==> config.mk <==
export PLATFORM = sky130hd
export DESIGN_NAME = rgb_to_hsl_converter_top
export DESIGN_NICKNAME = d
export VERILOG_FILES = /design/src/design/rth_pkg.sv /design/src/design/rth_front.sv /design/src/design/rth_div_stage.sv /design/src/design/rgb_to_hsl_converter_top.sv
export SDC_FILE = /design/constraint.sdc
export NUM_CORES = 1
export LEC_CHECK = 0
export ABC_AREA = 1
export BUFFER_PORTS_ARGS = -buffer_cell sky130_fd_sc_hd__buf_2
export CORE_UTILIZATION = 59
export CTS_BUF_LIST = sky130_fd_sc_hd__clkbuf_4
export DETAILED_ROUTE_END_ITERATION = 6
export GPL_TIMING_DRIVEN = 0
export PLACE_DENSITY_LB_ADDON = 0.2
export SLEW_MARGIN = 20
export SYNTH_ARGS = -nofsm -noshare
export SYNTH_HDL_FRONTEND = slang
export SYNTH_SLANG_ARGS = --single-unit
==> constraint.sdc <==
create_clock -name aclk -period 11.4 [get_ports aclk]
set_input_delay 1.14 -clock aclk [delete_from_list [all_inputs] [get_ports aclk]]
set_output_delay 1.14 -clock aclk [all_outputs]
set_load 0.01 [all_outputs]
==> src/design/rth_pkg.sv <==
// Shared types and constants for the RGB to HSL converter pipeline.
package rth_pkg;

    localparam int CHAN_W        = 8;
    localparam int FRAC_W        = 16;
    localparam int DIVISOR_W     = 11;
    localparam int DIV_BITS      = 16;
    localparam int STEPS_PER_STG = 4;
    localparam int DIV_STAGES    = DIV_BITS / STEPS_PER_STG;

    typedef logic [CHAN_W-1:0]    chan_t;
    typedef logic [FRAC_W-1:0]    frac_t;
    typedef logic [DIVISOR_W-1:0] divisor_t;

    // First stage: the channels plus their maximum and minimum.
    typedef struct packed {
        chan_t red;
        chan_t green;
        chan_t blue;
        chan_t hi;
        chan_t lo;
    } front_t;

    // State of one restoring divider: remainder, dividend bits still to
    // shift in, quotient so far and the divisor.
    typedef struct packed {
        divisor_t rem;
        frac_t    low;
        frac_t    quo;
        divisor_t divisor;
    } div_t;

    typedef struct packed {
        div_t  hue_div;
        div_t  sat_div;
        frac_t lightness;
        logic  hue_undefined;
    } pipe_t;

endpackage

==> src/design/rth_front.sv <==
// Front stages: max/min search, then hue numerator, divisors and lightness.
module rth_front (
    input  logic            aclk,
    input  logic            aresetn,
    input  logic            in_valid,
    output logic            in_ready,
    input  rth_pkg::chan_t  in_red,
    input  rth_pkg::chan_t  in_green,
    input  rth_pkg::chan_t  in_blue,
    output logic            out_valid,
    input  logic            out_ready,
    output rth_pkg::pipe_t  out_data
);

    logic            v1_reg;
    logic            v2_reg;
    logic            rdy1;
    logic            rdy2;
    rth_pkg::front_t d1_reg;
    rth_pkg::front_t d1_next;
    rth_pkg::pipe_t  d2_reg;
    rth_pkg::pipe_t  d2_next;

    rth_pkg::chan_t  t_hi;
    rth_pkg::chan_t  t_lo;

    logic [8:0]      chroma6_ext;
    logic [7:0]      chroma;
    logic [8:0]      sum;
    logic [7:0]      den;
    logic [11:0]     num;
    logic [10:0]     six_c;
    logic [23:0]     sat_num;
    logic [16:0]     light_prod;

    assign rdy1     = ~v1_reg | rdy2;
    assign rdy2     = ~v2_reg | out_ready;
    assign in_ready = rdy1;

    always_comb begin
        t_hi = (in_red > in_green) ? in_red : in_green;
        t_hi = (t_hi > in_blue) ? t_hi : in_blue;
        t_lo = (in_red < in_green) ? in_red : in_green;
        t_lo = (t_lo < in_blue) ? t_lo : in_blue;
        d1_next.red   = in_red;
        d1_next.green = in_green;
        d1_next.blue  = in_blue;
        d1_next.hi    = t_hi;
        d1_next.lo    = t_lo;
    end

    always_comb begin
        chroma      = d1_reg.hi - d1_reg.lo;
        sum         = {1'b0, d1_reg.hi} + {1'b0, d1_reg.lo};
        chroma6_ext = 9'(chroma);
        six_c       = 11'({chroma6_ext, 2'b00}) + 11'({chroma6_ext, 1'b0});
        den         = (sum <= 9'd255) ? sum[7:0] : 8'(9'd510 - sum);

        // Hue numerator scaled by the chroma, always in [0, 6C).
        priority if (d1_reg.hi == d1_reg.red) begin
            if (d1_reg.green >= d1_reg.blue) begin
                num = 12'(d1_reg.green) - 12'(d1_reg.blue);
            end else begin
                num = 12'(six_c) + 12'(d1_reg.green) - 12'(d1_reg.blue);
            end
        end else if (d1_reg.hi == d1_reg.green) begin
            num = 12'({chroma, 1'b0}) + 12'(d1_reg.blue) - 12'(d1_reg.red);
        end else begin
            num = 12'({chroma, 2'b00}) + 12'(d1_reg.red) - 12'(d1_reg.green);
        end

        sat_num    = {chroma, 16'h0000} - 24'(chroma);
        // 65535 / 510 is exactly 257 / 2.
        light_prod = {sum, 8'h00} + 17'(sum);

        d2_next.lightness     = light_prod[16:1];
        d2_next.hue_undefined = (chroma == 8'd0);

        d2_next.hue_div.low = '0;
        d2_next.hue_div.quo = '0;
        d2_next.sat_div.low = sat_num[15:0];
        d2_next.sat_div.quo = '0;
        if (chroma == 8'd0) begin
            // Grey: divide zero by one so both quotients come out zero.
            d2_next.hue_div.rem     = '0;
            d2_next.hue_div.divisor = 11'd1;
            d2_next.sat_div.rem     = '0;
            d2_next.sat_div.divisor = 11'd1;
        end else begin
            d2_next.hue_div.rem     = num[10:0];
            d2_next.hue_div.divisor = six_c;
            d2_next.sat_div.rem     = 11'(sat_num[23:16]);
            d2_next.sat_div.divisor = 11'(den);
        end
    end

    always_ff @(posedge aclk) begin
        if (!aresetn) begin
            v1_reg <= 1'b0;
            v2_reg <= 1'b0;
        end else begin
            if (rdy1) begin
                v1_reg <= in_valid;
            end
            if (rdy2) begin
                v2_reg <= v1_reg;
            end
        end
    end

    always_ff @(posedge aclk) begin
        if (rdy1 && in_valid) begin
            d1_reg <= d1_next;
        end
        if (rdy2 && v1_reg) begin
            d2_reg <= d2_next;
        end
    end

    assign out_valid = v2_reg;
    assign out_data  = d2_reg;

endmodule

==> src/design/rth_div_stage.sv <==
// One registered stage of the two restoring dividers, a few quotient bits each.
module rth_div_stage (
    input  logic           aclk,
    input  logic           aresetn,
    input  logic           in_valid,
    output logic           in_ready,
    input  rth_pkg::pipe_t in_data,
    output logic           out_valid,
    input  logic           out_ready,
    output rth_pkg::pipe_t out_data
);

    logic           valid_reg;
    rth_pkg::pipe_t data_reg;
    rth_pkg::pipe_t data_next;

    function automatic rth_pkg::div_t div_step(input rth_pkg::div_t d);
        rth_pkg::div_t              r;
        logic [rth_pkg::DIVISOR_W:0] t;
        logic                        ge;
        t  = {d.rem, d.low[rth_pkg::FRAC_W-1]};
        ge = (t >= {1'b0, d.divisor});
        r  = d;
        r.rem = ge ? rth_pkg::DIVISOR_W'(t - {1'b0, d.divisor})
                   : t[rth_pkg::DIVISOR_W-1:0];
        r.low = {d.low[rth_pkg::FRAC_W-2:0], 1'b0};
        r.quo = {d.quo[rth_pkg::FRAC_W-2:0], ge};
        return r;
    endfunction

    always_comb begin
        data_next = in_data;
        for (int i = 0; i < rth_pkg::STEPS_PER_STG; i++) begin
            data_next.hue_div = div_step(data_next.hue_div);
            data_next.sat_div = div_step(data_next.sat_div);
        end
    end

    assign in_ready = ~valid_reg | out_ready;

    always_ff @(posedge aclk) begin
        if (!aresetn) begin
            valid_reg <= 1'b0;
        end else if (in_ready) begin
            valid_reg <= in_valid;
        end
    end

    always_ff @(posedge aclk) begin
        if (in_ready && in_valid) begin
            data_reg <= data_next;
        end
    end

    assign out_valid = valid_reg;
    assign out_data  = data_reg;

endmodule

==> src/design/rgb_to_hsl_converter_top.sv <==
// Top level of the RGB to HSL converter: front stages and divider pipeline.
//
//  Channel | Direction | tdata                               | tuser
//  s_axis  | in        | red[7:0] green[15:8] blue[23:16]    | -
//  m_axis  | out       | hue[15:0] sat[31:16] light[47:32]   | hue_undefined[0]
//
// One word per cycle enters and leaves while m_axis_tready is high; each word
// passes two front stages and four divider stages, each divider stage resolving
// four quotient bits of the hue and saturation dividers side by side.
// Reset clears only the valid bits of the stages.
// Every stage holds its word while the next one is full and stalled, so empty
// stages still fill up while the output waits.
module rgb_to_hsl_converter_top (
    input  logic        aclk,
    input  logic        aresetn,
    input  logic        s_axis_tvalid,
    output logic        s_axis_tready,
    input  logic [23:0] s_axis_tdata,   // red, green, blue
    output logic        m_axis_tvalid,
    input  logic        m_axis_tready,
    output logic [47:0] m_axis_tdata,   // hue, saturation, lightness
    output logic [0:0]  m_axis_tuser    // hue_undefined
);

    logic           stg_valid [rth_pkg::DIV_STAGES+1];
    logic           stg_ready [rth_pkg::DIV_STAGES+1];
    rth_pkg::pipe_t stg_data  [rth_pkg::DIV_STAGES+1];

    rth_front u_front (
        .aclk      (aclk),
        .aresetn   (aresetn),
        .in_valid  (s_axis_tvalid),
        .in_ready  (s_axis_tready),
        .in_red    (s_axis_tdata[7:0]),
        .in_green  (s_axis_tdata[15:8]),
        .in_blue   (s_axis_tdata[23:16]),
        .out_valid (stg_valid[0]),
        .out_ready (stg_ready[0]),
        .out_data  (stg_data[0])
    );

    for (genvar k = 0; k < rth_pkg::DIV_STAGES; k++) begin : g_div
        rth_div_stage u_div (
            .aclk      (aclk),
            .aresetn   (aresetn),
            .in_valid  (stg_valid[k]),
            .in_ready  (stg_ready[k]),
            .in_data   (stg_data[k]),
            .out_valid (stg_valid[k+1]),
            .out_ready (stg_ready[k+1]),
            .out_data  (stg_data[k+1])
        );
    end

    assign stg_ready[rth_pkg::DIV_STAGES] = m_axis_tready;
    assign m_axis_tvalid = stg_valid[rth_pkg::DIV_STAGES];
    assign m_axis_tdata  = {stg_data[rth_pkg::DIV_STAGES].lightness,
                            stg_data[rth_pkg::DIV_STAGES].sat_div.quo,
                            stg_data[rth_pkg::DIV_STAGES].hue_div.quo};
    assign m_axis_tuser  = stg_data[rth_pkg::DIV_STAGES].hue_undefined;

endmodule
* Yosys cells after proc, flatten, opt, wreduce, memory -nomap -nowiden
Index checks and enable logic that the tools add are counted.
** Storage, ports and cells
- Register bits :: 424
- Logic and storage cells :: 193
- Input bits :: 28
- Output and inout bits :: 51
** Cells by class
- $add $sub $neg :: 43
- Eq/ne operators :: 2
- Bitwise operators :: 12
- Multiplexer cells :: 38
- Order comparisons :: 38
- Reduce and logical (&&, ||, !) cells :: 7
** Operators by type and width (number)
- 12-bit by 11-bit greater-or-equal comparator with 1-bit output :: 31
- 11-bit two-way mux :: 33
- 11-bit subtractor :: 30
- 8-bit two-way mux :: 5
- 11-bit by 8-bit subtractor with 11-bit output :: 3
- 24-bit by 8-bit subtractor with 24-bit output :: 1
- 17-bit by 9-bit adder with 17-bit output :: 1
- 8-bit == test :: 2
- 8-bit > comparator :: 2
- 8-bit less-than comparator :: 2
- 10-bit by 8-bit adder with 11-bit output :: 1
- 10-bit by 9-bit adder with 11-bit output :: 1
- 11-bit by 8-bit adder with 11-bit output :: 1
- 9-bit by 11-bit greater-or-equal comparator with 1-bit output :: 1
- 9-bit by 8-bit adder with 10-bit output :: 1
- 8-bit by 8-bit adder with 9-bit output :: 1
- 9-bit by 8-bit less-or-equal comparator with 1-bit output (second input constant) :: 1
- 8-bit by 8-bit subtractor with 9-bit output :: 1
- 8-bit greater-or-equal comparator :: 1
- 8-bit zero test :: 1
- 8-bit subtractor :: 1
- 8-bit subtractor (first input constant) :: 1
- 1-bit logical AND :: 6
- 1-bit inverter :: 6
- 1-bit bitwise OR :: 6

* Logic depth before layout (Yosys ltp)
- Depth after elaboration :: 8
- Mapped depth :: 57
- Mapped depth without buffers :: 54

* Modules after synthesis
Synthesis repeated with hierarchy kept, for this count alone.
** Second synthesis, totals
- Cell total of the unflattened synthesis :: 5414
- Area total of the unflattened synthesis :: 45783.9 sq um
** Modules (own cells, without submodules)
- rth_div_stage at g_div[1].u_div ... :: seq. area each 3533.4 sq um, instances 2, cells each 1083, area each 9107.5 sq um
- rth_div_stage at g_div[2].u_div :: seq. area each 3533.4 sq um, instances 1, cells each 1096, area each 9282.7 sq um
- rth_div_stage at g_div[0].u_div :: seq. area each 3533.4 sq um, instances 1, cells each 1117, area each 9202.6 sq um
- rth_front :: seq. area each 3343.2 sq um, instances 1, cells each 1035, area each 9083.7 sq um

* Least setup slack after synthesis
OpenSTA, ideal clock, no wires.
- Path type :: reg2reg
- Start point :: reg u_front.d2_reg, in the netlist u_front.out_data[71]
- End point :: reg g_div[0].u_div.data_reg, in the netlist g_div[0].u_div.out_data[123], data pin
- Required time :: 11.148 ns
- Period minus slack after synthesis :: 7.247 ns
- Buffers on the path :: 3
- Library setup time :: 0.252 ns
- Setup slack :: 4.153 ns
- Stages on the path, launching flop included :: 55
- Arrival :: 6.995 ns
- Path through :: edfxtp_1 -> fa_1 -> nand3b_1 -> nand2_1 -> nand2_1 -> nand2_1 -> a21oi_1 -> inv_1 -> nand2_1 -> nand4_2 -> inv_1 -> buf_2 -> nand2_1 -> o21ai_0 -> ha_1 -> a21oi_1 -> o21ai_1 -> a21boi_1 -> [... 19 more ...] -> buf_2 -> nand2_1 -> o21ai_0 -> ha_1 -> a21oi_1 -> nand2_1 -> a21oi_1 -> o21ai_0 -> nand2_1 -> nand2_1 -> a21oi_1 -> inv_1 -> a21oi_1 -> nor2_1 -> nor2_1 -> xor2_1 -> nand2_1 -> nand2_1
** RTL lines
- start: declaration :: RTL line rth_front.sv:21 : rth_pkg::pipe_t d2_reg;
- start signal: assignment :: RTL line rth_front.sv:116 : d2_reg <= d2_next;
- end signal: assignment :: RTL line rth_div_stage.sv:51 : data_reg <= data_next;
- end: declaration :: RTL line rth_div_stage.sv:14 : rth_pkg::pipe_t data_reg;

==> out/qor.csv <==
metric;value;unit
status;finished with violations;
failing checks;design-rule violations;
total routing resource utilization after global routing;25.57;%
Post-Synthesis Cell Area;0.03457;sq mm
number of clock sinks;411;
row count;88;
Crit Reg-Reg Endpoint;g_div[0].u_div.out_data[123];
number of synthesized flops with an enable pin;405;
leading cell types by total area after synthesis;edfxtp_1 35%, ha_1 14%, nand2_1 11%;
via count of the first global-routing pass;26710;
Max Transition Viols Final;0;
final weighted congestion in routability-driven placement;0.9392;
type of destination of the critical path;register;
number of buffers inserted to repair setup after CTS;0;
largest net degree at the start of global routing;60;
Clock Path Buffers;3;
synthesized netlist net count;4716;
count of unique library cells instantiated by Yosys;57;
peak fanout along the critical path;10;
number of endpoints with negative hold slack in the final report;0;
Period minus WS final;8.832;ns
GRT overflow;0;
fmax;0.1132;GHz
largest stage delay on the critical path;0.39;ns
Hold Path Class;reg2reg;
boundary pin count;79;
Die Outline Area;0.05956;sq mm
r2r worst-path depth;55;
required time at the worst-slack endpoint;12.02;ns
top flip-flop cell by instance count after synthesis;edfxtp_1;
cell count of the worst hold path;0;
Vias;28380;
post-CTS sizing;0;
number of H-tree branching levels;3;
top cell type's share of synthesized area;35.18;%
Root Driver;clkbuf_4;
Final Cycle Share;77.47;%
initial antenna violation count;1;
via/cell ratio;5.363;
DIE HEIGHT;244.1;um
Worst R2R Start;u_front.out_data[74];
cell with the most instances on the worst path;nand2_1;
average wire length per cell after detail routing;14.29;um
pin slew with the least headroom to its limit;1.138;ns
WP data arrival;9.45;ns
hold endpoint;g_div[2].u_div.out_data[88];
length of the first detailed-routing pass in iterations;7;
library cell contributing the largest single delay on the critical path;edfxtp_1;
CTS tree;yes;
max reg flops;295;
net count reported at finish;4909;
Worst Path Class, Setup;reg2reg;
CP Launch Type;register;
Warnings, synthesis;0;
DR iter-0 viols;1512;
number of CTS-inserted buffers;105;
launch instance of the worst min-delay path;g_div[1].u_div.out_data[84];
FF-to-FF setup slack;2.57;ns
average size of a mapped cell;8.128;sq um
unrepaired setup endpoints after global routing;false;
Max transition margin;23.88;%
floorplan core area;0.05781;sq mm
final wirelength;75.64;mm
DRC violation count after routing;3;
latest clock arrival within the worst-skew pair;0.89;ns
starting density of the core;59.80;%
signed area change from the synthesized netlist to the final layout;8.593;%
Synth Instances;4253;
share of cells above drive strength 1;9.589;%
die outline width;244.1;um
TNS Setup;0;ns
leading area contributor after synthesis;edfxtp_1;
Worst Clk Skew;0.04173;ns
max-capacitance violation count;0;
share of flip-flops with an asynchronous set or reset;0;%
global-route wire length before repair;125.3;mm
number of buffer cells added on primary ports;78;
DP HPWL;60.54;mm
clock-pin slew of the registers on the worst-case setup and hold paths;0.09;ns
number of buffers inserted by hold repair at cts;0;
final setup violation count;0;
number of nets with antenna violations after routing;0;
part of the Yosys area used for sequential elements;35.53;%
post-synthesis register bit count;411;
layout by cell type, fill, tap and decap left out, types with 6 or more instances in the layout:
master | synthesis | layout
nand3_4 | 6 | 6
o21a_1 | 23 | 23
xnor2_1 | 89 | 89
nor2_4 | 12 | 15
fa_1 | 40 | 40
o21bai_1 | 27 | 27
inv_1 | 607 | 604
clkinv_1 | 5 | 29
clkbuf_4 | 0 | 140
dfxtp_1 | 6 | 6
ha_1 | 395 | 395
nor2_2 | 16 | 16
a21o_1 | 12 | 12
o31ai_1 | 9 | 9
nor3_1 | 45 | 45
clkbuf_1 | 23 | 23
o21ai_1 | 40 | 40
inv_2 | 24 | 25
nand2_1 | 987 | 987
nand3b_1 | 10 | 10
a21oi_1 | 356 | 356
edfxtp_1 | 405 | 405
buf_2 | 17 | 95
or2_2 | 35 | 35
o21ai_0 | 265 | 265
a31oi_1 | 12 | 12
xor2_1 | 162 | 162
nand2_4 | 6 | 6
nand2_2 | 23 | 23
a21oi_2 | 6 | 6
clkinv_2 | 0 | 11
nand3_2 | 11 | 11
o211ai_1 | 7 | 7
nand4_1 | 60 | 60
nor2_1 | 273 | 270
nand3_1 | 175 | 175
metrics by stage:
stage | area (sq um) | util [%] | cells | setup WS, ns | hold WS, ns
6_report | 37540 | 64.94 | 5292 | 2.568 | 0.4065
5_1_grt | 37540 | 64.94 | 5292 | 1.430 | 0.3895
4_1_cts | 37540 | 64.94 | 5291 | 2.554 | 0.3644
3_5_place_dp | 36130 | 62.51 | 5104 | 2.566 | 0.4045
3_3_place_gp | 35920 | 62.13 | 5096 | 2.761 | 0.4002
2_1_floorplan | 34570 | - | 4253 | 4.153 | 0.4003
synthesized netlist by cell type (17+ instances only):
library cell / n
a21oi_1: 356
buf_2: 17
clkbuf_1: 23
edfxtp_1: 405
fa_1: 40
ha_1: 395
inv_1: 607
inv_2: 24
nand2_1: 987
nand2_2: 23
nand3_1: 175
nand4_1: 60
nor2_1: 273
nor3_1: 45
o21a_1: 23
o21ai_0: 265
o21ai_1: 40
o21bai_1: 27
or2_2: 35
xnor2_1: 89
xor2_1: 162
routing by layer:
metal / up-vias / GRT usage [%] / wire (um)
met5: - / 0 / 0
met4: 0 / 11.10 / 2553
met3: 145 / 3.292 / 3139
met2: 623 / 43.69 / 35710
met1: 12860 / 32.44 / 34230
li1: 14750 / - / -
worst max path at each step:
stage	from	endpoint	cells past startpoint
6_report	u_front.out_data[74]	g_div[0].u_div.out_data[123]	55
4_1_cts	u_front.out_data[74]	g_div[0].u_div.out_data[122]	53
5_1_grt	u_front.out_data[74]	g_div[0].u_div.out_data[122]	53
2_1_floorplan	u_front.out_data[71]	g_div[0].u_div.out_data[123]	54
3_3_place_gp	u_front.out_data[74]	g_div[0].u_div.out_data[123]	55
3_5_place_dp	u_front.out_data[74]	g_div[0].u_div.out_data[122]	53
logic make-up after synthesis:
kind of cell	after synthesis	synth area share [%]
AOI/OAI and AO/OA	790	12.49
xor gates and xnor gates	252	6.407
adders and majority gates	435	16.61
buffers and inverters	685	7.641
DFF	411	35.53
and+or+nand+nor	1680	21.32
area by class of cell:
type                       count  area, sq um
antenna                        1        2.502
buffer                        49        254.0
clock buffer                 140         1051
clock inverter                47        351.6
fill                        5056        20270
inverter                     636         2392
multi-input combinational   3157        19670
sequential                   411        12280
tap                          765        957.2
timing repair buffer          86        580.6
worst max-delay path, delay by kind of cell (launching register included):
kind                       cells  cell delay, ns
adders and majority gates      4            1.30
and+or+nand+nor               23            1.97
DFF                            1            0.39
buffers and inverters          7            1.27
AOI/OAI and AO/OA             20            3.55
xor gates and xnor gates       1            0.08
Power is not shown: default switching activity piles up to over one toggle a cycle in this logic, so the estimate is an artifact.
